### src/design/svpwm_pkg.sv
// shared types and constants for the space vector pwm timing block
package svpwm_pkg;

   // sector number of the voltage vector, one to six
   typedef enum logic [2:0] {
      SECTOR_1 = 3'd1,
      SECTOR_2 = 3'd2,
      SECTOR_3 = 3'd3,
      SECTOR_4 = 3'd4,
      SECTOR_5 = 3'd5,
      SECTOR_6 = 3'd6
   } sector_type;

   // 1/sqrt3 with 18 fractional bits, nearest to the exact value
   localparam int INV_SQRT3_Q18 = 151349;
   // signed width of the coefficient and its fractional bits
   localparam int COEF_WIDTH = 19;
   localparam int COEF_FRAC = 18;

   // entries in the queue between classification and timing
   localparam int QUEUE_DEPTH = 4;

   // timer top count after reset
   localparam int HALF_PERIOD_RESET = 10000;

endpackage

### src/design/svpwm_front.sv
// front end: takes vector items, finds the sector and forms the two on-time combinations
module svpwm_front #(
   parameter int VEC_WIDTH = 16
) (
   input  logic                                           clock,
   input  logic                                           reset,
   input  logic                                           req_valid,
   output logic                                           req_stall,
   input  logic signed [VEC_WIDTH-1:0]                    req_alpha,
   input  logic signed [VEC_WIDTH-1:0]                    req_beta,
   input  logic                                           queue_full,
   output logic                                           push,
   output svpwm_pkg::sector_type                          push_sector,
   output logic signed [VEC_WIDTH+svpwm_pkg::COEF_WIDTH-1:0] push_x,
   output logic signed [VEC_WIDTH+svpwm_pkg::COEF_WIDTH-1:0] push_y
);
   import svpwm_pkg::*;

   localparam int LW = VEC_WIDTH + COEF_WIDTH;
   localparam logic signed [COEF_WIDTH-1:0] INV_COEF = COEF_WIDTH'(INV_SQRT3_Q18);

   logic                        f1_valid_ff, f1_valid_in;
   logic signed [VEC_WIDTH-1:0] alpha_ff, alpha_in;
   logic signed [LW-1:0]        b_ff, b_in;
   logic                        take;
   logic signed [LW-1:0]        a_lin, b2_lin, nb_lin;
   sector_type                  sector;

   // an item waits in the stage register while the queue is full
   assign req_stall = f1_valid_ff && queue_full;
   assign take      = req_valid && !req_stall;
   assign push      = f1_valid_ff && !queue_full;

   // input stage: beta scaled by 1/sqrt3
   always_comb begin
      alpha_in    = alpha_ff;
      b_in        = b_ff;
      f1_valid_in = f1_valid_ff;
      if (take) begin
         alpha_in    = req_alpha;
         b_in        = req_beta * INV_COEF;
         f1_valid_in = 1'b1;
      end else if (push) begin
         f1_valid_in = 1'b0;
      end
   end

   always_ff @(posedge clock) begin
      if (reset) begin
         f1_valid_ff <= 1'b0;
      end else begin
         f1_valid_ff <= f1_valid_in;
      end
   end

   always_ff @(posedge clock) begin
      alpha_ff <= alpha_in;
      b_ff     <= b_in;
   end

   // sector from quadrant and alpha against beta/sqrt3
   always_comb begin
      a_lin  = LW'(alpha_ff) <<< COEF_FRAC;
      b2_lin = b_ff <<< 1;
      nb_lin = -b_ff;
      if (!b_ff[LW-1]) begin
         if (!alpha_ff[VEC_WIDTH-1]) begin
            sector = (b_ff > a_lin) ? SECTOR_2 : SECTOR_1;
         end else begin
            sector = (nb_lin > a_lin) ? SECTOR_3 : SECTOR_2;
         end
      end else begin
         if (!alpha_ff[VEC_WIDTH-1]) begin
            sector = (nb_lin > a_lin) ? SECTOR_5 : SECTOR_6;
         end else begin
            sector = (b_ff > a_lin) ? SECTOR_4 : SECTOR_5;
         end
      end
   end

   // active vector combinations for the sector
   always_comb begin
      push_sector = sector;
      unique case (sector)
         SECTOR_1: begin
            push_x = a_lin - b_ff;
            push_y = b2_lin;
         end
         SECTOR_2: begin
            push_x = a_lin + b_ff;
            push_y = b_ff - a_lin;
         end
         SECTOR_3: begin
            push_x = b2_lin;
            push_y = nb_lin - a_lin;
         end
         SECTOR_4: begin
            push_x = b_ff - a_lin;
            push_y = -b2_lin;
         end
         SECTOR_5: begin
            push_x = nb_lin - a_lin;
            push_y = a_lin - b_ff;
         end
         default: begin
            push_x = -b2_lin;
            push_y = a_lin + b_ff;
         end
      endcase
   end

endmodule

### src/design/svpwm_queue.sv
// short fifo of classified items between front and back end
module svpwm_queue #(
   parameter int DATA_WIDTH = 73,
   parameter int DEPTH      = 4
) (
   input  logic                  clock,
   input  logic                  reset,
   input  logic                  push,
   input  logic [DATA_WIDTH-1:0] push_data,
   output logic                  full,
   input  logic                  pop,
   output logic [DATA_WIDTH-1:0] pop_data,
   output logic                  empty
);

   localparam int PW = (DEPTH > 1) ? $clog2(DEPTH) : 1;
   localparam int CW = $clog2(DEPTH + 1);

   logic [DATA_WIDTH-1:0] mem_ff [DEPTH];
   logic [PW-1:0]         wptr_ff, wptr_in;
   logic [PW-1:0]         rptr_ff, rptr_in;
   logic [CW-1:0]         count_ff, count_in;

   assign full     = (count_ff == CW'(DEPTH));
   assign empty    = (count_ff == '0);
   assign pop_data = mem_ff[rptr_ff];

   // pointer and fill count update
   always_comb begin
      wptr_in  = wptr_ff;
      rptr_in  = rptr_ff;
      count_in = count_ff + CW'(push) - CW'(pop);
      if (push) begin
         wptr_in = (wptr_ff == PW'(DEPTH - 1)) ? '0 : wptr_ff + 1'b1;
      end
      if (pop) begin
         rptr_in = (rptr_ff == PW'(DEPTH - 1)) ? '0 : rptr_ff + 1'b1;
      end
   end

   always_ff @(posedge clock) begin
      if (reset) begin
         wptr_ff  <= '0;
         rptr_ff  <= '0;
         count_ff <= '0;
      end else begin
         wptr_ff  <= wptr_in;
         rptr_ff  <= rptr_in;
         count_ff <= count_in;
      end
   end

   // storage
   always_ff @(posedge clock) begin
      if (push) begin
         mem_ff[wptr_ff] <= push_data;
      end
   end

endmodule

### src/design/svpwm_back.sv
// back end: on-time products, zero-time split, phase ordering and saturation
module svpwm_back #(
   parameter int VEC_WIDTH   = 16,
   parameter int TIMER_WIDTH = 16
) (
   input  logic                                              clock,
   input  logic                                              reset,
   input  logic [TIMER_WIDTH-1:0]                            half_period,
   input  logic                                              queue_empty,
   output logic                                              pop,
   input  svpwm_pkg::sector_type                             pop_sector,
   input  logic signed [VEC_WIDTH+svpwm_pkg::COEF_WIDTH-1:0] pop_x,
   input  logic signed [VEC_WIDTH+svpwm_pkg::COEF_WIDTH-1:0] pop_y,
   output logic                                              rsp_valid,
   input  logic                                              rsp_stall,
   output logic [TIMER_WIDTH-1:0]                            rsp_duty_a,
   output logic [TIMER_WIDTH-1:0]                            rsp_duty_b,
   output logic [TIMER_WIDTH-1:0]                            rsp_duty_c,
   output logic [2:0]                                        rsp_sector
);
   import svpwm_pkg::*;

   localparam int LW    = VEC_WIDTH + COEF_WIDTH;
   localparam int MW    = LW - 1;
   localparam int H     = MW / 2;
   localparam int HW    = MW - H;
   localparam int T     = TIMER_WIDTH;
   localparam int PRW   = MW + T;
   localparam int SHIFT = VEC_WIDTH - 2 + COEF_FRAC;
   localparam int RW    = PRW - SHIFT;
   localparam int XW    = RW + 1;
   localparam int SW    = T + 6;

   logic en;

   // stage 0: sign and magnitude
   logic          v0_ff;
   sector_type    sec0_ff;
   logic          sx0_ff, sy0_ff;
   logic [MW-1:0] mx0_ff, my0_ff;

   // stage 1: partial products
   logic            v1_ff;
   sector_type      sec1_ff;
   logic            sx1_ff, sy1_ff;
   logic [HW+T-1:0] pxh_ff, pyh_ff;
   logic [H+T-1:0]  pxl_ff, pyl_ff;

   // stage 2: truncated on-time magnitudes
   logic           v2_ff;
   sector_type     sec2_ff;
   logic           sx2_ff, sy2_ff;
   logic [RW-1:0]  rx2_ff, ry2_ff;
   logic [PRW-1:0] sumx, sumy;

   // stage 3: signed on-times and zero time
   logic                 v3_ff;
   sector_type           sec3_ff;
   logic signed [XW-1:0] x3_ff, y3_ff, x3_in, y3_in;
   logic signed [SW-1:0] s3_ff, s3_in;

   // stage 4: phase timings in build-up order
   logic                 v4_ff;
   sector_type           sec4_ff;
   logic signed [SW-1:0] t0_ff, t1_ff, t2_ff, t0_in, t1_in, t2_in;
   logic signed [XW-1:0] first, second;

   // output register
   logic             rsp_valid_ff;
   logic [T-1:0]     duty_a_ff, duty_b_ff, duty_c_ff, duty_a_in, duty_b_in, duty_c_in;
   logic [T-1:0]     c0, c1, c2;
   sector_type       sector_ff;

   function automatic logic [T-1:0] clamp_time(input logic signed [SW-1:0] t,
                                               input logic [T-1:0] hp);
      logic [T-1:0] r;
      if (t <= 0) begin
         r = '0;
      end else if (t > $signed(SW'(hp))) begin
         r = hp;
      end else begin
         r = t[T-1:0];
      end
      return r;
   endfunction

   // the whole pipe holds while a result waits
   assign en  = !(rsp_valid_ff && rsp_stall);
   assign pop = en && !queue_empty;

   // valid chain
   always_ff @(posedge clock) begin
      if (reset) begin
         v0_ff        <= 1'b0;
         v1_ff        <= 1'b0;
         v2_ff        <= 1'b0;
         v3_ff        <= 1'b0;
         v4_ff        <= 1'b0;
         rsp_valid_ff <= 1'b0;
      end else if (en) begin
         v0_ff        <= !queue_empty;
         v1_ff        <= v0_ff;
         v2_ff        <= v1_ff;
         v3_ff        <= v2_ff;
         v4_ff        <= v3_ff;
         rsp_valid_ff <= v4_ff;
      end
   end

   // product sums and shift to whole counts
   assign sumx = (PRW'(pxh_ff) << H) + PRW'(pxl_ff);
   assign sumy = (PRW'(pyh_ff) << H) + PRW'(pyl_ff);

   // signed on-times and zero time
   always_comb begin
      x3_in = sx2_ff ? -$signed(XW'(rx2_ff)) : $signed(XW'(rx2_ff));
      y3_in = sy2_ff ? -$signed(XW'(ry2_ff)) : $signed(XW'(ry2_ff));
      s3_in = $signed(SW'(half_period)) - SW'(x3_in) - SW'(y3_in);
   end

   // half the zero time toward zero, then the other two timings
   always_comb begin
      if (sec3_ff == SECTOR_1 || sec3_ff == SECTOR_3 || sec3_ff == SECTOR_5) begin
         first  = x3_ff;
         second = y3_ff;
      end else begin
         first  = y3_ff;
         second = x3_ff;
      end
      t0_in = (s3_ff + $signed({{(SW-1){1'b0}}, s3_ff[SW-1]})) >>> 1;
      t1_in = t0_in + SW'(first);
      t2_in = t1_in + SW'(second);
   end

   // saturate and place the timings on the phases
   always_comb begin
      c0 = clamp_time(t0_ff, half_period);
      c1 = clamp_time(t1_ff, half_period);
      c2 = clamp_time(t2_ff, half_period);
      unique case (sec4_ff)
         SECTOR_1: begin
            duty_a_in = c0;
            duty_b_in = c1;
            duty_c_in = c2;
         end
         SECTOR_2: begin
            duty_b_in = c0;
            duty_a_in = c1;
            duty_c_in = c2;
         end
         SECTOR_3: begin
            duty_b_in = c0;
            duty_c_in = c1;
            duty_a_in = c2;
         end
         SECTOR_4: begin
            duty_c_in = c0;
            duty_b_in = c1;
            duty_a_in = c2;
         end
         SECTOR_5: begin
            duty_c_in = c0;
            duty_a_in = c1;
            duty_b_in = c2;
         end
         default: begin
            duty_a_in = c0;
            duty_c_in = c1;
            duty_b_in = c2;
         end
      endcase
   end

   // payload registers
   always_ff @(posedge clock) begin
      if (en) begin
         sec0_ff   <= pop_sector;
         sx0_ff    <= pop_x[LW-1];
         sy0_ff    <= pop_y[LW-1];
         mx0_ff    <= pop_x[LW-1] ? MW'(-pop_x) : MW'(pop_x);
         my0_ff    <= pop_y[LW-1] ? MW'(-pop_y) : MW'(pop_y);

         sec1_ff   <= sec0_ff;
         sx1_ff    <= sx0_ff;
         sy1_ff    <= sy0_ff;
         pxh_ff    <= mx0_ff[MW-1:H] * half_period;
         pxl_ff    <= mx0_ff[H-1:0] * half_period;
         pyh_ff    <= my0_ff[MW-1:H] * half_period;
         pyl_ff    <= my0_ff[H-1:0] * half_period;

         sec2_ff   <= sec1_ff;
         sx2_ff    <= sx1_ff;
         sy2_ff    <= sy1_ff;
         rx2_ff    <= sumx[PRW-1:SHIFT];
         ry2_ff    <= sumy[PRW-1:SHIFT];

         sec3_ff   <= sec2_ff;
         x3_ff     <= x3_in;
         y3_ff     <= y3_in;
         s3_ff     <= s3_in;

         sec4_ff   <= sec3_ff;
         t0_ff     <= t0_in;
         t1_ff     <= t1_in;
         t2_ff     <= t2_in;

         sector_ff <= sec4_ff;
         duty_a_ff <= duty_a_in;
         duty_b_ff <= duty_b_in;
         duty_c_ff <= duty_c_in;
      end
   end

   assign rsp_valid  = rsp_valid_ff;
   assign rsp_duty_a = duty_a_ff;
   assign rsp_duty_b = duty_b_ff;
   assign rsp_duty_c = duty_c_ff;
   assign rsp_sector = sector_ff;

endmodule

### src/design/space_vector_pwm_timing.sv
// Top level of the space vector PWM timing block.
// Throughput: one item per cycle while the output is not stalled; the depth is the front stage
// register, one queue slot and six back-end stages (magnitude, split products, truncation,
// zero time, build-up, output).
// A 4-entry queue between sector classification and timing absorbs output stalls.
// Reset (synchronous, active high) empties the pipe and queue and loads half_period 10000.
module space_vector_pwm_timing #(
   parameter int VEC_WIDTH   = 16,
   parameter int TIMER_WIDTH = 16
) (
   input  logic                        clock,
   input  logic                        reset,
   input  logic                        csr_valid,
   output logic                        csr_ready,
   input  logic [TIMER_WIDTH-1:0]      csr_data,
   input  logic                        req_valid,
   output logic                        req_stall,
   input  logic signed [VEC_WIDTH-1:0] req_alpha,
   input  logic signed [VEC_WIDTH-1:0] req_beta,
   output logic                        rsp_valid,
   input  logic                        rsp_stall,
   output logic [TIMER_WIDTH-1:0]      rsp_duty_a,
   output logic [TIMER_WIDTH-1:0]      rsp_duty_b,
   output logic [TIMER_WIDTH-1:0]      rsp_duty_c,
   output logic [2:0]                  rsp_sector
);
   import svpwm_pkg::*;

   localparam int LW = VEC_WIDTH + COEF_WIDTH;
   localparam int SECW = $bits(sector_type);
   localparam int QW = SECW + 2 * LW;

   logic [TIMER_WIDTH-1:0] half_period_ff;
   logic                   push, pop, queue_full, queue_empty;
   sector_type             push_sector, pop_sector;
   logic signed [LW-1:0]   push_x, push_y, pop_x, pop_y;
   logic [QW-1:0]          push_data, pop_data;

   // timer top count register
   assign csr_ready = 1'b1;

   always_ff @(posedge clock) begin
      if (reset) begin
         half_period_ff <= TIMER_WIDTH'(HALF_PERIOD_RESET);
      end else if (csr_valid && csr_ready) begin
         half_period_ff <= csr_data;
      end
   end

   svpwm_front #(
      .VEC_WIDTH (VEC_WIDTH)
   ) u_front (
      .clock       (clock),
      .reset       (reset),
      .req_valid   (req_valid),
      .req_stall   (req_stall),
      .req_alpha   (req_alpha),
      .req_beta    (req_beta),
      .queue_full  (queue_full),
      .push        (push),
      .push_sector (push_sector),
      .push_x      (push_x),
      .push_y      (push_y)
   );

   // pack and unpack queue entries
   assign push_data  = {push_sector, push_x, push_y};
   assign pop_sector = sector_type'(pop_data[QW-1 -: SECW]);
   assign pop_x      = pop_data[2*LW-1 -: LW];
   assign pop_y      = pop_data[LW-1:0];

   svpwm_queue #(
      .DATA_WIDTH (QW),
      .DEPTH      (QUEUE_DEPTH)
   ) u_queue (
      .clock     (clock),
      .reset     (reset),
      .push      (push),
      .push_data (push_data),
      .full      (queue_full),
      .pop       (pop),
      .pop_data  (pop_data),
      .empty     (queue_empty)
   );

   svpwm_back #(
      .VEC_WIDTH   (VEC_WIDTH),
      .TIMER_WIDTH (TIMER_WIDTH)
   ) u_back (
      .clock       (clock),
      .reset       (reset),
      .half_period (half_period_ff),
      .queue_empty (queue_empty),
      .pop         (pop),
      .pop_sector  (pop_sector),
      .pop_x       (pop_x),
      .pop_y       (pop_y),
      .rsp_valid   (rsp_valid),
      .rsp_stall   (rsp_stall),
      .rsp_duty_a  (rsp_duty_a),
      .rsp_duty_b  (rsp_duty_b),
      .rsp_duty_c  (rsp_duty_c),
      .rsp_sector  (rsp_sector)
   );

endmodule

### config.mk
export PLATFORM = sky130hd
export DESIGN_NAME = space_vector_pwm_timing
export DESIGN_NICKNAME = d
export VERILOG_FILES = /design/src/design/svpwm_pkg.sv /design/src/design/svpwm_front.sv /design/src/design/svpwm_queue.sv /design/src/design/svpwm_back.sv /design/src/design/space_vector_pwm_timing.sv
export SDC_FILE = /design/constraint.sdc
export NUM_CORES = 2
export LEC_CHECK = 0
export BUFFER_PORTS_ARGS = -buffer_cell sky130_fd_sc_hd__buf_2
export CELL_PAD_IN_SITES_DETAIL_PLACEMENT = 0
export CELL_PAD_IN_SITES_GLOBAL_PLACEMENT = 1
export CORE_ASPECT_RATIO = 1.2
export CORE_MARGIN = 10
export CORE_UTILIZATION = 55
export DETAILED_ROUTE_END_ITERATION = 8
export PLACE_DENSITY_LB_ADDON = 0.1
export SLEW_MARGIN = 20
export SYNTH_ARGS = -nofsm -noshare
export SYNTH_HDL_FRONTEND = slang
export SYNTH_SLANG_ARGS = --single-unit
### constraint.sdc
create_clock -name clock -period 34.5 [get_ports clock]
set_input_delay 5.175 -clock clock [delete_from_list [all_inputs] [get_ports clock]]
set_output_delay 5.175 -clock clock [all_outputs]
set_load 0.1 [all_outputs]
==> summary by stage <==
Synth
The most used flip-flop cell after synthesis is edfxtp_1. The synthesized netlist cell count is 7862. The synthesized netlist net count is 9643. The post-synthesis cell area is 81600 um2. The warning count from the yosys run is 0. The count of state elements after synthesis is 773. The number of flops mapped to enable cells by yosys is 741. Counting flops with an async set or reset pin after synthesis yields a share of 0%. The post-synthesis sequential area ratio is 28.1%. The distinct cell type count of the synthesized netlist is 94. The synthesized area divided by synthesized cell count is 10.4 um2.

Route
The count of nets left with antenna violations once routing finished came out at 0. The routed layout has 57.1k vias. Wires add up to 215000 um. The DRC marker count from the first detailed-route iteration is 3692.

The number of detailed-route iterations in the first pass is 9. In the final routed layout, each cell accounts on average for 21.9 um. The final routed DRC violation total is 0. In the routed layout, each cell is associated on average with a via count of 5.81.

Clocking
The H-tree generated during clock tree synthesis spans 3 levels. After clock tree synthesis, the setup repair step added 0 buffers. The longest clock path from root to sink contains 3 buffers. The clock drives 773 sinks. The post-cts sizing count is 0. In this run, post-CTS hold repair placed 0 buffers. The clock buffer count from CTS is 86. Clock-pin slew was measured on the worst setup and hold paths at 0.06 ns. The later-pin clock latency in the skew report is 0.74 ns.

The tree is rooted in a clkbuf_16. The CTS tree is yes.

STA
The total of endpoints with negative setup slack in the final report is 0. The clock arrives with 0.0511 ns of skew. The count of final hold-check violations is 0. After routing, the total negative slack on setup checks comes to 0 ns. The number of max-slew violations in the final report is 0. The fraction of the cycle the final worst path needs is 31.1%.

Headroom to the max-slew limit came out at 21.9%. The actual transition at the worst max-transition pin is 1.17 ns. The highest clock rate is 93.1 MHz. Setup repair after global routing left no endpoint under its margin. The post-route minimum period is 10.74 ns.

Setup path
For the worst flop-to-flop path, the logic depth is 22. The data arrival time of the worst path is 11.20 ns. For the worst setup path, the data required time is 34.97 ns. The capturing point of the worst reg2reg path is u_back.pyh_ff[32]$_DFFE_PN_. The startpoint kind of the worst setup timing path is an input port. The worst setup path is of the in2reg kind. In this run the critical register-to-register path is launched from half_period_ff[2]$_SDFFE_PP0P_. Of all nets on the critical path, the largest fanout is 7. The minimum setup slack among reg-to-reg paths is 26.26 ns. The kind of capture point of the worst setup path is a flop.

Final layout
Cells with a size suffix above 1 make up 6.77% of the layout. Cells fill 59.0% of the core in the end. The layout overhead on the synthesized area is 6.52%. The count of cells in the finished layout, fillers not included, comes to 9826. After the last flow step, the layout net total stands at 9585.

GRT
The wire length of the first global-routing pass is 340000 um. The sum of overflow across all layers after global routing is 0. The global routing stage identified its most utilized layer as met2. The number of global-route vias before repair came to 60.4k. The number of antenna violations at the first check in global routing is 5. In the global route stage, met2 resource usage came out at 47.9%.

Global routing consumed, on the met3 layer, 2.96% of the routing resources. The pin count of the biggest net entering global routing is 175. Global routing consumed, over all layers together, 26.4% of the routing resources. The global routing met1 resource utilization is 31.9%.

Run status
The flow ran to the end, and the final reports show no timing, DRC or antenna violations.

Worst hold path
In this run the most critical hold path is launched from u_back.sec1_ff[1]$_DFFE_PN_. The worst hold path passes through 0 cells. The min-delay analysis places its worst path in the category reg2reg. The end point of the most critical hold path is u_back.sec2_ff[1]$_DFFE_PN_.

Place
Port buffering added 105 buffers. The weighted congestion at the end of routability-driven global placement is 0.933. The post-placement cell count is 9666. Detailed placement ended at an HPWL of 162000 um.

Floorplan
The floorplan step defined a die boundary enclosing 164000 um2. From left edge to right edge, the die measures 372 um. 107 I/O pins were placed. The die is 442 um tall. The core region is 147000 um2.

The floorplan row count is 154. The initial cell density of the core is 55.4%.

Job
Across the run, the number of max-cap violations was 0.
-- cell families after synthesis --
| logic type | after synthesis | synth area share (%) |
|---|---|---|
| AND/OR/NAND/NOR | 2163 | 13.0 |
| adder cells (fa/ha/maj) | 1728 | 35.2 |
| buffers and inverters | 1581 | 7.39 |
| AO/OA/AOI/OAI | 1048 | 8.83 |
| flip-flops | 773 | 28.1 |
| XOR/XNOR | 390 | 4.19 |
| multiplexers | 178 | 3.33 |
| other | 1 | 0.00460 |
-- sequential cells by signal, summed over array words and instances, names as in the netlist, 18 cells and up, named ones only --
| signal | cells |
|---|---|
| u_back.mx0_ff | 34 |
| u_back.my0_ff | 34 |
| u_back.pxh_ff | 33 |
| u_back.pyh_ff | 33 |
| u_back.rx2_ff | 18 |
| u_back.ry2_ff | 18 |
| u_back.s3_ff | 21 |
| u_back.t0_ff | 21 |
| u_back.t1_ff | 22 |
| u_back.t2_ff | 22 |
| u_back.x3_ff | 19 |
| u_back.y3_ff | 19 |
| u_front.b_ff | 35 |
| u_queue.mem_ff | 292 |
-- worst max-delay path: stages --
cell and delay, ns:
buf_2 0.21, fa_1 0.51, fa_1 0.53, inv_1 0.06
fa_1 0.50, inv_1 0.06, fa_1 0.55, inv_1 0.06
fa_1 0.45, fa_1 0.50, inv_1 0.07, ha_1 0.38
nand3_1 0.13, nor4b_1 0.07, o41a_1 0.45, o21a_1 0.25
o21ai_0 0.33, o2bb2ai_1 0.25, o21ai_0 0.22, o41ai_1 0.36
xnor2_1 0.10
-- worst max-delay path by stage --
stage / slack, ns / end / startpoint / cells past startpoint
after global routing: 23.46 / u_front.b_ff[34]$_DFFE_PP_ / req_beta[4] / 20
after detailed placement: 22.97 / u_front.b_ff[34]$_DFFE_PP_ / req_beta[4] / 21
after CTS: 23.70 / u_front.b_ff[34]$_DFFE_PP_ / req_beta[4] / 21
after floorplan: 18.60 / u_queue.count_ff[2]$_SDFF_PP0_ / rsp_stall / 10
after global placement: 23.05 / u_front.b_ff[34]$_DFFE_PP_ / req_beta[4] / 21
final: 23.76 / u_front.b_ff[34]$_DFFE_PP_ / req_beta[4] / 21
-- synth_stat cells, types with 12 or more instances --
cell type	number	share of area (%)
a22oi_1	32	0.29
a21boi_0	13	0.12
nand2b_1	44	0.34
and3_1	38	0.29
o22ai_1	12	0.092
or2_2	32	0.25
dfxtp_1	32	0.79
a21o_1	78	0.72
mux2_2	40	0.55
mux2i_1	67	0.82
nor2_1	362	1.7
nor3_1	91	0.56
o31ai_1	27	0.25
xor2_1	115	1.2
o21ai_0	171	1.0
inv_1	1241	5.7
a222oi_1	12	0.15
o21a_1	52	0.48
a221o_1	43	0.53
nand4_1	42	0.32
xnor2_1	275	3.0
edfxtp_1	741	27
a2111oi_0	13	0.14
clkbuf_1	279	1.3
a211oi_1	39	0.36
a21oi_1	270	1.7
a221oi_1	38	0.41
a31oi_1	41	0.31
o21bai_1	23	0.21
mux4_2	71	2.0
or3_1	28	0.21
fa_1	941	23
and2_1	537	4.1
o221ai_1	51	0.55
ha_1	787	12
buf_2	28	0.17
buf_1	15	0.069
nor4_1	35	0.27
nor2b_1	46	0.35
and4_1	18	0.19
nand2_1	780	3.6
o211ai_1	18	0.17
nand3_1	68	0.42
-- routing by layer --
metal | up-vias | share of wire [%]
met3 | 398 | 4.8
met4 | 0 | 3.9
met2 | 1579 | 52
met5 | - | 0
met1 | 29100 | 39
li1 | 26100 | -
-- through the flow --
step                      hold slack, ns  area [um2]  setup WS, ns
final                              0.406       86900         23.76
after global routing               0.409       86900         23.46
after CTS                          0.403       86900         23.70
after detailed placement           0.405       84000         22.97
after global placement             0.404       84000         23.05
after floorplan                    0.400       81600         18.60
-- layout by cell type (no fill, tap or decap), drive strengths merged, types with 33 or more instances in the layout --
cell and count:
nor2b 46, nand4 42, and2 538, o221ai 51, xor2 115, o21ai 178
nor3 92, buf 189, nor4 39, nor2 363, fa 941, ha 787
a221oi 38, o21a 52, a221o 43, nand2b 44, nand3 69, a211oi 41
xnor2 275, clkbuf 104, mux4 71, a21oi 271, inv 1252, a31oi 41
and3 38, nand2 780, a21o 78, mux2i 67, edfxtp 741, mux2 40
clkinv 33
-- layout make-up --
| cell class | instances | area (um2) |
|---|---|---|
| clock buffers | 104 | 2240 |
| well taps | 1950 | 2440 |
| fillers | 12600 | 60300 |
| clock inverters | 54 | 682 |
| repair buffers | 189 | 1170 |
| inverters | 1246 | 4680 |
| flip-flops and latches | 773 | 22900 |
| diodes | 2 | 5.00 |
| multi-input cells | 5508 | 52800 |
Power is left out: the tool's default activity adds up to more than one toggle a clock period on the data nets, which glitch-free logic cannot reach.
